<file path="config.mk">
export PLATFORM = sky130hd
export DESIGN_NAME = unsigned_divide_32_by_16_with_flags
export DESIGN_NICKNAME = d
export VERILOG_FILES = /design/src/rtl/core/udiv_pkg.sv /design/src/rtl/core/udiv_cell.sv /design/src/rtl/core/udiv_flags.sv /design/src/rtl/core/unsigned_divide_32_by_16_with_flags.sv
export VERILOG_INCLUDE_DIRS = /design/src /design/src/rtl/core
export SDC_FILE = /design/constraint.sdc
export NUM_CORES = 1
export LEC_CHECK = 0
export ABC_AREA = 1
export BUFFER_PORTS_ARGS = -buffer_cell sky130_fd_sc_hd__buf_2
export CORE_MARGIN = 2
export CORE_UTILIZATION = 30
export CTS_CLUSTER_DIAMETER = 30
export DETAILED_ROUTE_END_ITERATION = 8
export HOLD_SLACK_MARGIN = 0.02
export PLACE_DENSITY_LB_ADDON = 0.25
export RECOVER_POWER = 100
export SYNTH_ARGS = -nofsm -noshare
export SYNTH_HDL_FRONTEND = slang
export SYNTH_SLANG_ARGS = --single-unit
</file>
<file path="constraint.sdc">
create_clock -name clk -period 2.15 [get_ports clk]
set_clock_uncertainty 0.1 [all_clocks]
set_input_delay 0 -clock clk [delete_from_list [all_inputs] [get_ports clk]]
set_output_delay 0 -clock clk [all_outputs]
set_load 0.005 [all_outputs]
</file>
<file path="src/rtl/core/unsigned_divide_32_by_16_with_flags_assert.svh">
// Assertion macros for the divider. Each expects clk and rst_n in scope.
`ifndef UNSIGNED_DIVIDE_32_BY_16_WITH_FLAGS_ASSERT_SVH
`define UNSIGNED_DIVIDE_32_BY_16_WITH_FLAGS_ASSERT_SVH

// Same-cycle implication.
`define UDIV_ASSERT_IMPLY(lbl, ante, cons, msg) \
    lbl: assert property (@(posedge clk) disable iff (!rst_n) (ante) |-> (cons)) \
        else $error(msg);

// Next-cycle implication.
`define UDIV_ASSERT_NEXT(lbl, ante, cons, msg) \
    lbl: assert property (@(posedge clk) disable iff (!rst_n) (ante) |=> (cons)) \
        else $error(msg);

`endif

</file>
<file path="src/rtl/core/udiv_pkg.sv">
package udiv_pkg;

    localparam int DIVIDEND_W = 32;
    localparam int DIVISOR_W  = 16;
    localparam int QUO_W      = 16;
    localparam int NUM_CELLS  = QUO_W;

    typedef enum logic [1:0] {
        ST_DONE     = 2'd0,
        ST_OVERFLOW = 2'd1,
        ST_DIVZERO  = 2'd2
    } udiv_status_t;

    typedef struct packed {
        logic [DIVIDEND_W-1:0] dividend;
        logic [DIVISOR_W-1:0]  divisor;
    } udiv_in_t;

    typedef struct packed {
        logic [DIVIDEND_W-1:0] result_word;
        logic                  write_dest;
        logic                  flags_update;
        logic                  flag_n;
        logic                  flag_z;
        logic                  flag_v;
        logic                  flag_c;
        udiv_status_t          status;
    } udiv_out_t;

    // State carried from one cell of the array to the next.
    typedef struct packed {
        logic                 valid;
        logic                 div_zero;
        logic                 overflow;
        logic [QUO_W-1:0]     rem;
        logic [QUO_W-1:0]     low;
        logic [DIVISOR_W-1:0] divisor;
    } udiv_stage_t;

endpackage

</file>
<file path="src/rtl/core/udiv_cell.sv">
module udiv_cell
    import udiv_pkg::*;
(
    input  logic        clk,
    input  logic        rst_n,
    input  udiv_stage_t stage_in,
    output udiv_stage_t stage_out
);

    udiv_stage_t      stage_reg;
    udiv_stage_t      stage_next;
    logic [QUO_W:0]   partial;
    logic [QUO_W:0]   diff;
    logic             ge;

    // One restoring step: bring down the next dividend bit and try to subtract.
    always_comb
    begin
        partial    = {stage_in.rem, stage_in.low[QUO_W-1]};
        ge         = partial >= {1'b0, stage_in.divisor};
        diff       = partial - {1'b0, stage_in.divisor};
        stage_next = stage_in;
        stage_next.rem = ge ? diff[QUO_W-1:0] : partial[QUO_W-1:0];
        stage_next.low = {stage_in.low[QUO_W-2:0], ge};
    end

    always_ff @(posedge clk or negedge rst_n)
    begin
        if (!rst_n)
        begin
            stage_reg <= '0;
        end
        else
        begin
            stage_reg <= stage_next;
        end
    end

    assign stage_out = stage_reg;

endmodule

</file>
<file path="src/rtl/core/udiv_flags.sv">
module udiv_flags
    import udiv_pkg::*;
(
    input  logic        clk,
    input  logic        rst_n,
    input  udiv_stage_t stage_in,
    output logic        done,
    output udiv_out_t   result
);

    logic      done_reg;
    udiv_out_t result_reg;
    udiv_out_t result_next;

    always_comb
    begin
        result_next        = '0;
        result_next.status = ST_DONE;
        if (stage_in.div_zero)
        begin
            result_next.status = ST_DIVZERO;
        end
        else if (stage_in.overflow)
        begin
            result_next.flags_update = 1'b1;
            result_next.flag_v       = 1'b1;
            result_next.status       = ST_OVERFLOW;
        end
        else
        begin
            result_next.result_word  = {stage_in.rem, stage_in.low};
            result_next.write_dest   = 1'b1;
            result_next.flags_update = 1'b1;
            result_next.flag_n       = stage_in.low[QUO_W-1];
            result_next.flag_z       = stage_in.low == '0;
        end
    end

    always_ff @(posedge clk or negedge rst_n)
    begin
        if (!rst_n)
        begin
            done_reg <= 1'b0;
        end
        else
        begin
            done_reg <= stage_in.valid;
        end
    end

    always_ff @(posedge clk)
    begin
        result_reg <= result_next;
    end

    assign done   = done_reg;
    assign result = result_reg;

endmodule

</file>
<file path="src/rtl/core/unsigned_divide_32_by_16_with_flags.sv">
// Unsigned 32-by-16 divide with condition flags.
// A request is taken at a rising clock edge where start is high and busy is low;
// the operands port then carries the 32-bit dividend and the 16-bit divisor.
// Each request yields exactly one result on the result port, marked by done for
// a single cycle. The result cannot be held off, so a consumer must take it then.
// The divider is a linear array of sixteen restoring cells, one per quotient
// bit, each followed by a register. A request passes through the operand
// register, the sixteen cell registers and the output register in turn.
// A new request may enter on every cycle, so throughput is one request per
// clock; the rate is set by the single compare-and-subtract in each cell.
// Quotient overflow and a zero divisor are detected in the operand stage and
// ride down the array with the request; the final stage formats the flags.
// Reset clears every valid bit in the array, so no stale result appears, and
// holds busy high until the first clock edge after reset is released.
module unsigned_divide_32_by_16_with_flags
    import udiv_pkg::*;
(
    input  logic      clk,
    input  logic      rst_n,
    input  logic      start,
    output logic      busy,
    input  udiv_in_t  operands,
    output logic      done,
    output udiv_out_t result
);

`include "unsigned_divide_32_by_16_with_flags_assert.svh"

    logic        busy_reg;
    logic        busy_next;
    logic        accept;
    udiv_stage_t stage0_reg;
    udiv_stage_t stage0_next;
    udiv_stage_t chain [0:NUM_CELLS];

    assign accept    = start && !busy_reg;
    assign busy_next = 1'b0;

    // The quotient fits in sixteen bits exactly when the high half of the
    // dividend is below the divisor, which also keeps every partial remainder
    // in sixteen bits as it moves down the array.
    always_comb
    begin
        stage0_next          = '0;
        stage0_next.valid    = accept;
        stage0_next.divisor  = operands.divisor;
        stage0_next.rem      = operands.dividend[DIVIDEND_W-1:QUO_W];
        stage0_next.low      = operands.dividend[QUO_W-1:0];
        stage0_next.div_zero = operands.divisor == '0;
        stage0_next.overflow = (operands.divisor != '0) &&
            (operands.dividend[DIVIDEND_W-1:QUO_W] >= operands.divisor);
    end

    always_ff @(posedge clk or negedge rst_n)
    begin
        if (!rst_n)
        begin
            busy_reg   <= 1'b1;
            stage0_reg <= '0;
        end
        else
        begin
            busy_reg   <= busy_next;
            stage0_reg <= stage0_next;
        end
    end

    assign chain[0] = stage0_reg;

    // Each cell produces one quotient bit, most significant first.
    for (genvar i = 0; i < NUM_CELLS; i++)
    begin : g_cell
        udiv_cell u_cell (
            .clk       (clk),
            .rst_n     (rst_n),
            .stage_in  (chain[i]),
            .stage_out (chain[i+1])
        );
    end

    udiv_flags u_flags (
        .clk      (clk),
        .rst_n    (rst_n),
        .stage_in (chain[NUM_CELLS]),
        .done     (done),
        .result   (result)
    );

    assign busy = busy_reg;

    // A request leaving the last cell is reported on the next cycle.
    `UDIV_ASSERT_NEXT(a_done_follows, chain[NUM_CELLS].valid, done, "result strobe missing")
    // No result appears without a request leaving the array.
    `UDIV_ASSERT_IMPLY(a_done_source, done, $past(chain[NUM_CELLS].valid), "spurious result")
    // A register write only ever accompanies a successful divide.
    `UDIV_ASSERT_IMPLY(a_write_ok, done && result.write_dest, result.status == ST_DONE && result.flags_update, "write without success")
    // A zero divisor must leave the flags untouched.
    `UDIV_ASSERT_NEXT(a_divzero, chain[NUM_CELLS].valid && chain[NUM_CELLS].div_zero, result.status == ST_DIVZERO && !result.flags_update && !result.write_dest, "divide by zero mishandled")

endmodule

</file>
==> results of run 1 <==
final timing paths:
path | slack [ns] | start | end
min | 0.17 | operands[14] | chain[865]$_DFF_PN0_
min reg2reg | 0.22 | chain[835]$_DFF_PN0_ | g_cell[0].u_cell.stage_out[20]$_DFF_PN0_
max | 0.07 | g_cell[2].u_cell.stage_out[39]$_DFF_PN0_ | g_cell[3].u_cell.stage_out[46]$_DFF_PN0_
min in group asynchronous | 0.32 | rst_n | g_cell[13].u_cell.stage_out[50]$_DFF_PN0_
max reg2reg | 0.07 | g_cell[2].u_cell.stage_out[39]$_DFF_PN0_ | g_cell[3].u_cell.stage_out[46]$_DFF_PN0_
max in group asynchronous | 0.18 | rst_n | g_cell[4].u_cell.stage_out[30]$_DFF_PN0_
through the flow:
step,TNS [ns],worst slack [ns],hold WS (ns)
after floorplan,0,0.263,-0.396
after detailed placement,-1.90,-0.119,-0.186
after global placement,-1.91,-0.117,-0.184
after CTS,0,0.00357,0.0778
final,0,0.0651,0.171
after global routing,-0.356,-0.0215,0.173
cell families (layout without fill, tap and decap cells):
logic type,Yosys count,after routing,share of synthesized area [%]
AND/OR/NAND/NOR,2909,2912,27.8
buffers and inverters,1135,1930,10.1
flip-flops,890,890,49.6
adder cells (fa/ha/maj),288,288,8.36
AO/OA/AOI/OAI,185,185,2.24
XOR/XNOR,98,98,1.93
other,1,2,0.00842
repair_timing:
item                                    CTS  global route
gates cloned                              0             4
gates resized for setup                   3           293
endpoints found under the hold margin   904             0
endpoints found under the setup margin   47           258
setup buffers                             7            45
pin swaps                                 2            23
hold buffers                            101             0
cell usage after synthesis, drive strengths merged:
library cell	number
nand2	2029
clkbuf	3
nor3	44
o21a	12
nand3b	33
and2	15
o21bai	12
nand4	76
nor3b	2
and3	4
buf	60
nor4	6
dfstp	1
o21ai	11
conb	1
fa	16
dfrtp	852
or2	14
ha	272
xor2	76
a21boi	2
nand3	429
xnor2	22
inv	1072
dfxtp	37
nor2	257
a21oi	148
power breakdown:
part	switching [mW]	internal (mW)	leakage [nW]
clock network	10.5	19.9	3.31
registers	2.98	21.1	10.4
logic	22.1	14.2	18.0
critical path, delay by kind of cell (launching register included):
| kind | cells | cell delay [ns] |
|---|---|---|
| simple gates | 7 | 0.75 |
| flops | 1 | 0.38 |
| fa+ha+maj | 1 | 0.38 |
| buf+inv | 3 | 0.38 |
routing by layer:
| layer | share of wire [%] | GRT usage [%] | routed length, um |
|---|---|---|---|
| met2 | 47 | 26.0 | 56800 |
| met4 | 2.3 | 5.28 | 2790 |
| met3 | 4.8 | 2.94 | 5780 |
| met5 | 0 | 0 | 0 |
| met1 | 46 | 21.3 | 55900 |
layout make-up:
type | instances | area, um^2 | area share, %
flip-flops and latches | 890 | 22100 | 37.5
inverters | 1072 | 4030 | 6.85
repair buffers | 489 | 3760 | 6.39
multi-input cells | 3485 | 19600 | 33.3
clock inverters | 142 | 1770 | 3.01
well taps | 1930 | 2410 | 4.10
clock buffers | 227 | 5160 | 8.77
==> impl_metrics.tcl, run 1 <==
set metrics [dict create \
    detailed_place_hpwl_mm 93.1 \
    fmax_mhz 480 \
    wl_per_cell_um 14.7 \
    io-pin-count 93 \
    crit_arrival_ns 2.67 \
    cts_inserted_buffers 195 \
    critical_path.endpoint_type "flop" \
    port_buffers 91 \
    dr.first_iter.drc_count 2048 \
    cap_viol_max_count 0 \
    postLayoutCoreUtil_pct 39.8 \
    cp_data_required_time_ns 2.73 \
    run_status "finished, final reports clean" \
    drc 0 \
    h-tree-depth 4 \
    first_global_vias 35725 \
    placeable_core_area_mm2 0.148 \
    post_synth_instance_area_mm2 0.0446 \
    grtUsageTotal_pct 15.9 \
    worst_reg_to_reg_path_cell_count 11 \
    antenna-diode-count 0 \
    finalSetupViolCount 0 \
    timing.final.crit_period_ns 2.08 \
    clk_pin_slew_ns 0.05 \
    crit_fanout 6 \
    rows 141 \
    final_nets 6472 \
    report.final.slew_viol_count 0 \
    grt_antenna_before_repair 3 \
    dp_cells 7709 \
    clock_sinks 890 \
    power.leakage_nw 31.7 \
    fin_cells 8235 \
    clock_latency_ns 0.81 \
    whs_path_depth 7 \
    worst_hold_path_type "in -> reg" \
    detail_route.first_pass.iterations 6 \
    ys_warn_count 0 \
    ys_seq_elements 890 \
    yosysUniqueCellTypes 44 \
    grt_first_pass_wirelength_mm 192 \
    timing.critical_path.slowest_cell_delay_ns 0.38 \
    fp.dieArea_mm2 0.152 \
    routed-via-count 36019 \
    postPlaceCellArea_mm2 0.0490 \
    timing.critical_path.mode_cell "nand2_1" \
    report.final.hold_viol_count 0 \
    synthesized_area_per_cell_um2 8.09 \
    drtAntennaViolNets 0 \
    clock-root-buffer "clkbuf_16" \
    final.fill_count 14889 \
    syn_to_final_growth_pct 32.0 \
    p_total_mw 90.8 \
    via_per_inst 4.37 \
    crit_path_cell_trace "ha_2, nand2_1, inv_1, nand2_1, nand2_1, inv_1, nand3_2, nand2_4, buf_12, nand3_1, nand2_1" \
    ir_worst_vdd_uv 722 \
    slowest_library_cell_on_the_worst_path "dfrtp_1" \
    worst_setup_path_start_kind "flop" \
    post-synth-top-area-cell "dfrtp_1" \
    post_route_wl_mm 121 \
    effective_utilization_at_floorplan_pct 30.2 \
    area_of_all_placed_cells_without_fillers_mm2 0.0588 \
    yosys.area.top_type_share_pct 47.8 \
    clock_tree_from_tritoncts "done" \
    mostFrequentLayoutCell "nand2_1" \
    cts.path.max_buffers 3 \
    die_height_um 389 \
    drive_above_1_share_pct 15.9 \
    overall_die_width_um 389 \
    largest_reg_flops 800 \
    sequential_area_share_after_synthesis_pct 49.6 \
    gp_congestion 0.859 \
    timing.max_slew.rel_slack_pct 26.6 \
    leading_cell_types_by_total_area_after_synthesis "dfrtp_1, nand2_1, inv_1, ha_1, nand3_1" \
    postSynthCellCount 5506 \
    globalRouteOverflowTotal 0 \
    worst-setup-path-type "reg -> reg" \
    final.period_utilization_pct 97.0 \
    grt_max_degree 117 \
    layout.cells.most_common_list "nand2_1, inv_1, dfrtp_1" \
    p_per_area_mw_per_mm2 1540 \
    worstMarginPinSlew_ns 1.10 \
]
No activity file was read; power rests on OpenSTA's default activity.
==> run 2, diff against run 1 <==
- RECOVER_POWER: 100 -> unset
==> run 2 against run 1 <==
  * Critical path type unchanged
  * Cell area rose by 0.52%
  * Routed wire length hardly changed
  * Combinational power barely moved
  * Maximum frequency about the same
  * Cell count unchanged
  * Largest power group unchanged
  * Largest cell class unchanged
==> impl_metrics.tcl, run 2 (same netlist as run 1, synthesis figures left out) <==
set metrics [dict create \
    critical_path.reg2reg.startpoint "g_cell[2].u_cell.stage_out[39]$_DFF_PN0_" \
    worstMarginPinSlew_ns 0.642 \
    cts_inserted_buffers 195 \
    fp.dieArea_mm2 0.152 \
    dr.first_iter.drc_count 2107 \
    critical_path.endpoint "g_cell[3].u_cell.stage_out[46]$_DFF_PN0_" \
    dr_wl_met3_mm 5.46 \
    clock_sinks 890 \
    timing.final.crit_period_ns 2.08 \
    met2RoutedLength_mm 56.8 \
    whs_path_depth 5 \
    cp_num_cells 11 \
    run_status "finished, final reports clean" \
    effective_utilization_at_floorplan_pct 30.2 \
    timing.critical_path.mode_cell "nand2_1" \
    crit_path_cell_trace "ha_2, nand2_1, inv_1, nand2_1, nand2_1, inv_1, nand3_2, nand2_4, buf_12, nand3_1, nand2_1" \
    critical_path.top_delay_family "simple AND/OR/NAND/NOR gates" \
    power.leakage_nw 32.1 \
    ir_worst_vdd_uv 720 \
    report.final.slew_viol_count 0 \
    final_nets 6472 \
    report.final.hold_viol_count 0 \
    routed-via-count 35905 \
    reg2reg_slack_ns 0.07 \
    clock_latency_ns 0.81 \
    critical_path.reg2reg.endpoint "g_cell[3].u_cell.stage_out[46]$_DFF_PN0_" \
    wl_per_cell_um 14.7 \
    p_per_area_mw_per_mm2 1540 \
    h-tree-depth 4 \
    gp_congestion 0.859 \
    crit_fanout 6 \
    worst_reg_to_reg_path_cell_count 11 \
    worst_hold_path_type "in -> reg" \
    largest_reg_flops 800 \
    postPlaceCellArea_mm2 0.0490 \
    highest-signal-layer "met4" \
    layout.cells.most_common_list "nand2_1, inv_1, dfrtp_1" \
    globalRouteOverflowTotal 0 \
    fmax_mhz 480 \
    final.period_utilization_pct 96.9 \
    drive_above_1_share_pct 17.3 \
    hold_ws_ns 0.158 \
    wl_met1_mm 56.2 \
    cp_data_required_time_ns 2.73 \
    grtUsageTotal_pct 15.9 \
    antenna-diode-count 0 \
    via_per_inst 4.36 \
    mostFrequentLayoutCell "nand2_1" \
    clk_pin_slew_ns 0.05 \
    post_route_wl_mm 121 \
    timing.critical_path.slowest_cell_delay_ns 0.38 \
    clock_tree_from_tritoncts "done" \
    drtAntennaViolNets 0 \
    final.setup.tns_ns 0 \
    crit_arrival_ns 2.67 \
    drc 0 \
    io-pin-count 93 \
    worst_setup_path_start_kind "flop" \
    detailed_place_hpwl_mm 93.1 \
    syn_to_final_growth_pct 32.7 \
    rows 141 \
    worst_setup_path_startpoint "g_cell[2].u_cell.stage_out[39]$_DFF_PN0_" \
    worst-setup-path-type "reg -> reg" \
    overall_die_width_um 389 \
    grt_first_pass_wirelength_mm 192 \
    cts.path.max_buffers 3 \
    die_height_um 389 \
    cap_viol_max_count 0 \
    grt_max_degree 117 \
    clock-root-buffer "clkbuf_16" \
    detail_route.first_pass.iterations 8 \
    finalSetupViolCount 0 \
    grt_antenna_before_repair 2 \
    first_global_vias 35725 \
    area_of_all_placed_cells_without_fillers_mm2 0.0591 \
    placeable_core_area_mm2 0.148 \
    slowest_library_cell_on_the_worst_path "dfrtp_1" \
    port_buffers 91 \
    final.fill_count 14807 \
    timing.max_slew.rel_slack_pct 57.2 \
    critical_path.endpoint_type "flop" \
    number_of_buffer_and_inverter_instances_along_the_worst_setup_path 3 \
]
-- run 2: timing repair --
action,in CTS,in global routing
gates resized for setup,3,293
buffers inserted,7,45
hold buffers,101,0
hold endpoints to repair,904,0
setup endpoints to repair,47,258
pin swaps,2,23
gates cloned,0,4
-- run 2: stage by stage --
step           setup WS [ns]  util, %  instances  power, mW
6_report              0.0660     40.1       8235       90.9
4_1_cts              0.00357     38.6       8186       88.7
2_1_floorplan          0.263        -       5507       46.5
5_1_grt              -0.0220     40.1       8235       97.8
3_5_place_dp          -0.119     33.2       7709       57.4
3_3_place_gp          -0.117     33.2       7709       57.2
-- run 2: how the worst min path moves through the flow --
stage	start	to
6_report	operands[4]	chain[865]$_DFF_PN0_
3_5_place_dp	rst_n	g_cell[15].u_cell.stage_out[42]$_DFF_PN0_
4_1_cts	operands[4]	chain[865]$_DFF_PN0_
2_1_floorplan	rst_n	chain[816]$_DFF_PN0_
5_1_grt	operands[4]	chain[865]$_DFF_PN0_
3_3_place_gp	rst_n	g_cell[15].u_cell.stage_out[44]$_DFF_PN0_
-- run 2: metal layers --
metal / up-vias / global-route usage [%]
li1: 18124 / -
met3: 193 / 2.94
met2: 760 / 26.0
met1: 16828 / 21.3
met5: - / 0
met4: 0 / 5.28
-- run 2: layout make-up --
type                       instances  area [um^2]  share of cell area (%)
sequential                       890        22100                    37.4
tap                             1930         2410                    4.08
inverter                        1072         4030                    6.81
timing repair buffer             489         4060                    6.86
clock buffer                     227         5160                    8.72
multi-input combinational       3485        19600                    33.2
clock inverter                   142         1770                    3.00
-- run 2: where the power goes --
| part | leakage (nW) | switching, mW | internal [mW] | total (mW) |
|---|---|---|---|---|
| sequential | 10.4 | 2.98 | 21.1 | 24.1 |
| clock | 3.31 | 10.5 | 19.9 | 30.4 |
| combinational | 18.4 | 22.1 | 14.3 | 36.4 |
-- run 2: worst register-to-register path, stage by stage (launching register included) --
cell and delay [ns]:
dfrtp_1 0.38, ha_2 0.38, nand2_1 0.11, inv_1 0.11
nand2_1 0.06, nand2_1 0.13, inv_1 0.09, nand3_2 0.10
nand2_4 0.11, buf_12 0.17, nand3_1 0.16, nand2_1 0.08
==> run 3, diff against run 2 <==
- CORE_UTILIZATION: 30 -> 40
- clock period: 2.15 -> 1.8 ns (I/O delays scaled with it)
==> run 3 against run 2 <==
  * Die area fell by 25%
  * Largest power group unchanged
  * Sequential cell count did not move
  * Combinational power rose by 96%
  * Non-clock buffer count rose by 1115
  * Global-route usage rose by 8.3 points
  * Hold slack got worse by 0.047 ns
  * Register-to-register slack got worse by 0.32 ns
  * Count of clock-buffer cells in the layout fell by 15
  * Clock power rose by 18%
  * Sequential share of layout area fell by 7.6 points
  * First-iteration DRC count rose by 21%
  * Core utilization rose by 27 points
  * The run now ends with setup timing left
==> impl_metrics.tcl, run 3 (same netlist as run 1, synthesis figures left out) <==
set metrics [dict create \
    run_status "finished, violations left" \
    failing_checks "setup timing" \
    final_nets 7593 \
    largest_reg_flops 800 \
    antenna-diode-count 0 \
    cts_inserted_buffers 183 \
    grt_max_degree 92 \
    dp_cells 8074 \
    die_height_um 338 \
    wl_met1_mm 60.1 \
    io-pin-count 93 \
    wl_per_cell_um 15.7 \
    worst_hold_path_type "in -> reg" \
    layout.cells.most_common_list "nand2_1, buf_4, inv_1" \
    crit_path_cell_trace "ha_4, nand2_1, nor2_2, nand2_1, nor2_1, nor2_2, nand2_4, clkinvlp_4, clkbuf_16, nand2_2, nand2_1" \
    crit_arrival_ns 2.60 \
    grtUsageTotal_pct 24.2 \
    detailed_place_hpwl_mm 92.1 \
    hold_path_startpoint "operands[4]" \
    ir_worst_vdd_uv 937 \
    cp_data_required_time_ns 2.34 \
    clk_pin_slew_ns 0.05 \
    cap_viol_max_count 0 \
    clock_sinks 890 \
    reg2reg_slack_ns -0.26 \
    grt_first_pass_wirelength_mm 219 \
    report.final.slew_viol_count 0 \
    final.fill_count 8142 \
    dr.first_iter.drc_count 2551 \
    p_per_area_mw_per_mm2 1840 \
    overall_die_width_um 338 \
    detail_route.first_pass.iterations 6 \
    dp_slack_ns -0.369 \
    via_per_inst 4.71 \
    rsz_0062_raised_after_global_routing "true" \
    clock_tree_from_tritoncts "done" \
    crit_fanout 7 \
    dr_wl_met3_mm 6.63 \
    report.final.hold_viol_count 0 \
    routed-via-count 41893 \
    fp.dieArea_mm2 0.114 \
    finalSetupViolCount 271 \
    drive_above_1_share_pct 47.0 \
    p_total_mw 137 \
    fin_ws_ns -0.258 \
    syn_to_final_growth_pct 66.7 \
    slowest_library_cell_on_the_worst_path "dfrtp_1" \
    power.leakage_nw 38.7 \
    postLayoutCoreUtil_pct 67.2 \
    clock-root-buffer "clkbuf_16" \
    worst_setup_path_startpoint "g_cell[7].u_cell.stage_out[37]$_DFF_PN0_" \
    highest-signal-layer "met4" \
    met2RoutedLength_mm 69.0 \
    drtAntennaViolNets 0 \
    clock_latency_ns 0.80 \
    hold_ws_ns 0.111 \
    timing.final.crit_period_ns 2.06 \
    globalRouteOverflowTotal 0 \
    rows 122 \
    timing.critical_path.slowest_cell_delay_ns 0.42 \
    placeable_core_area_mm2 0.111 \
    effective_utilization_at_floorplan_pct 40.3 \
    worst_setup_path_start_kind "flop" \
    cts.path.max_buffers 3 \
    worstMarginPinSlew_ns 0.581 \
    fmax_mhz 486 \
    h-tree-depth 4 \
    timing.critical_path.mode_cell "nand2_1" \
    worst-setup-path-type "reg -> reg" \
    grt_antenna_before_repair 3 \
    final.period_utilization_pct 114 \
    port_buffers 91 \
    mostFrequentLayoutCell "nand2_1" \
    drc 0 \
    timing.max_slew.rel_slack_pct 61.3 \
    fin_cells 8901 \
    first_global_vias 43097 \
    post_route_wl_mm 140 \
    critical_path.reg2reg.startpoint "g_cell[7].u_cell.stage_out[37]$_DFF_PN0_" \
    critical_path.endpoint_type "flop" \
    gp_congestion 0.920 \
]
-- run 3: stage by stage --
step	setup TNS, ns	area (um^2)
4_1_cts	-21.56	71500
3_5_place_dp	-53.10	55000
2_1_floorplan	-0.0414	44900
5_1_grt	-53.48	74300
3_3_place_gp	-49.93	55000
6_report	-30.52	74300
-- run 3: worst max-delay path, delay by kind of cell, from the launching register on --
kind,cells,cell delay [ns]
adder cells (fa/ha/maj),1,0.31
AND/OR/NAND/NOR,8,0.76
flip-flops,1,0.42
buffers and inverters,2,0.33
-- run 3: cell type report --
class	count	area, um^2	share of cell area [%]
timing repair buffer	1604	13400	18.0
multi-input combinational	3502	26000	35.1
timing repair inverter	1	6.26	0.00842
clock inverter	132	1920	2.58
sequential	890	22100	29.8
inverter	1072	4070	5.48
clock buffer	212	4870	6.56
tap	1488	1860	2.51
-- run 3: metal layers --
layer / vias up / track usage (%)
met4: 0 / 8.50
met1: 20132 / 31.2
met2: 1091 / 41.3
met3: 296 / 3.79
met5: - / 0
li1: 20374 / -
-- run 3: what timing repair did --
item | 4_1_cts | 5_1_grt
resized for setup | 1348 | 577
pin swaps | 523 | 350
gates cloned | 34 | 1
hold endpoints to repair | 904 | 0
hold buffers | 101 | 0
endpoints found under the setup margin | 271 | 273
setup buffers | 258 | 109
-- run 3: final timing paths --
path                                                              to  cells after the start
hold / removal                                  chain[865]$_DFF_PN0_                      5
min in group asynchronous  g_cell[14].u_cell.stage_out[29]$_DFF_PN0_                      4
setup / recovery            g_cell[8].u_cell.stage_out[47]$_DFF_PN0_                     11
hold reg to reg             g_cell[6].u_cell.stage_out[21]$_DFF_PN0_                      0
max in group asynchronous   g_cell[1].u_cell.stage_out[27]$_DFF_PN0_                      6
setup reg to reg            g_cell[8].u_cell.stage_out[47]$_DFF_PN0_                     11
-- run 3: power by group --
group          leakage, nW  switching (mW)  internal (mW)
combinational         25.2            37.0           34.4
clock                 3.23            12.3           23.6
sequential            10.4            4.10           25.2
total                 38.7            53.4           83.2
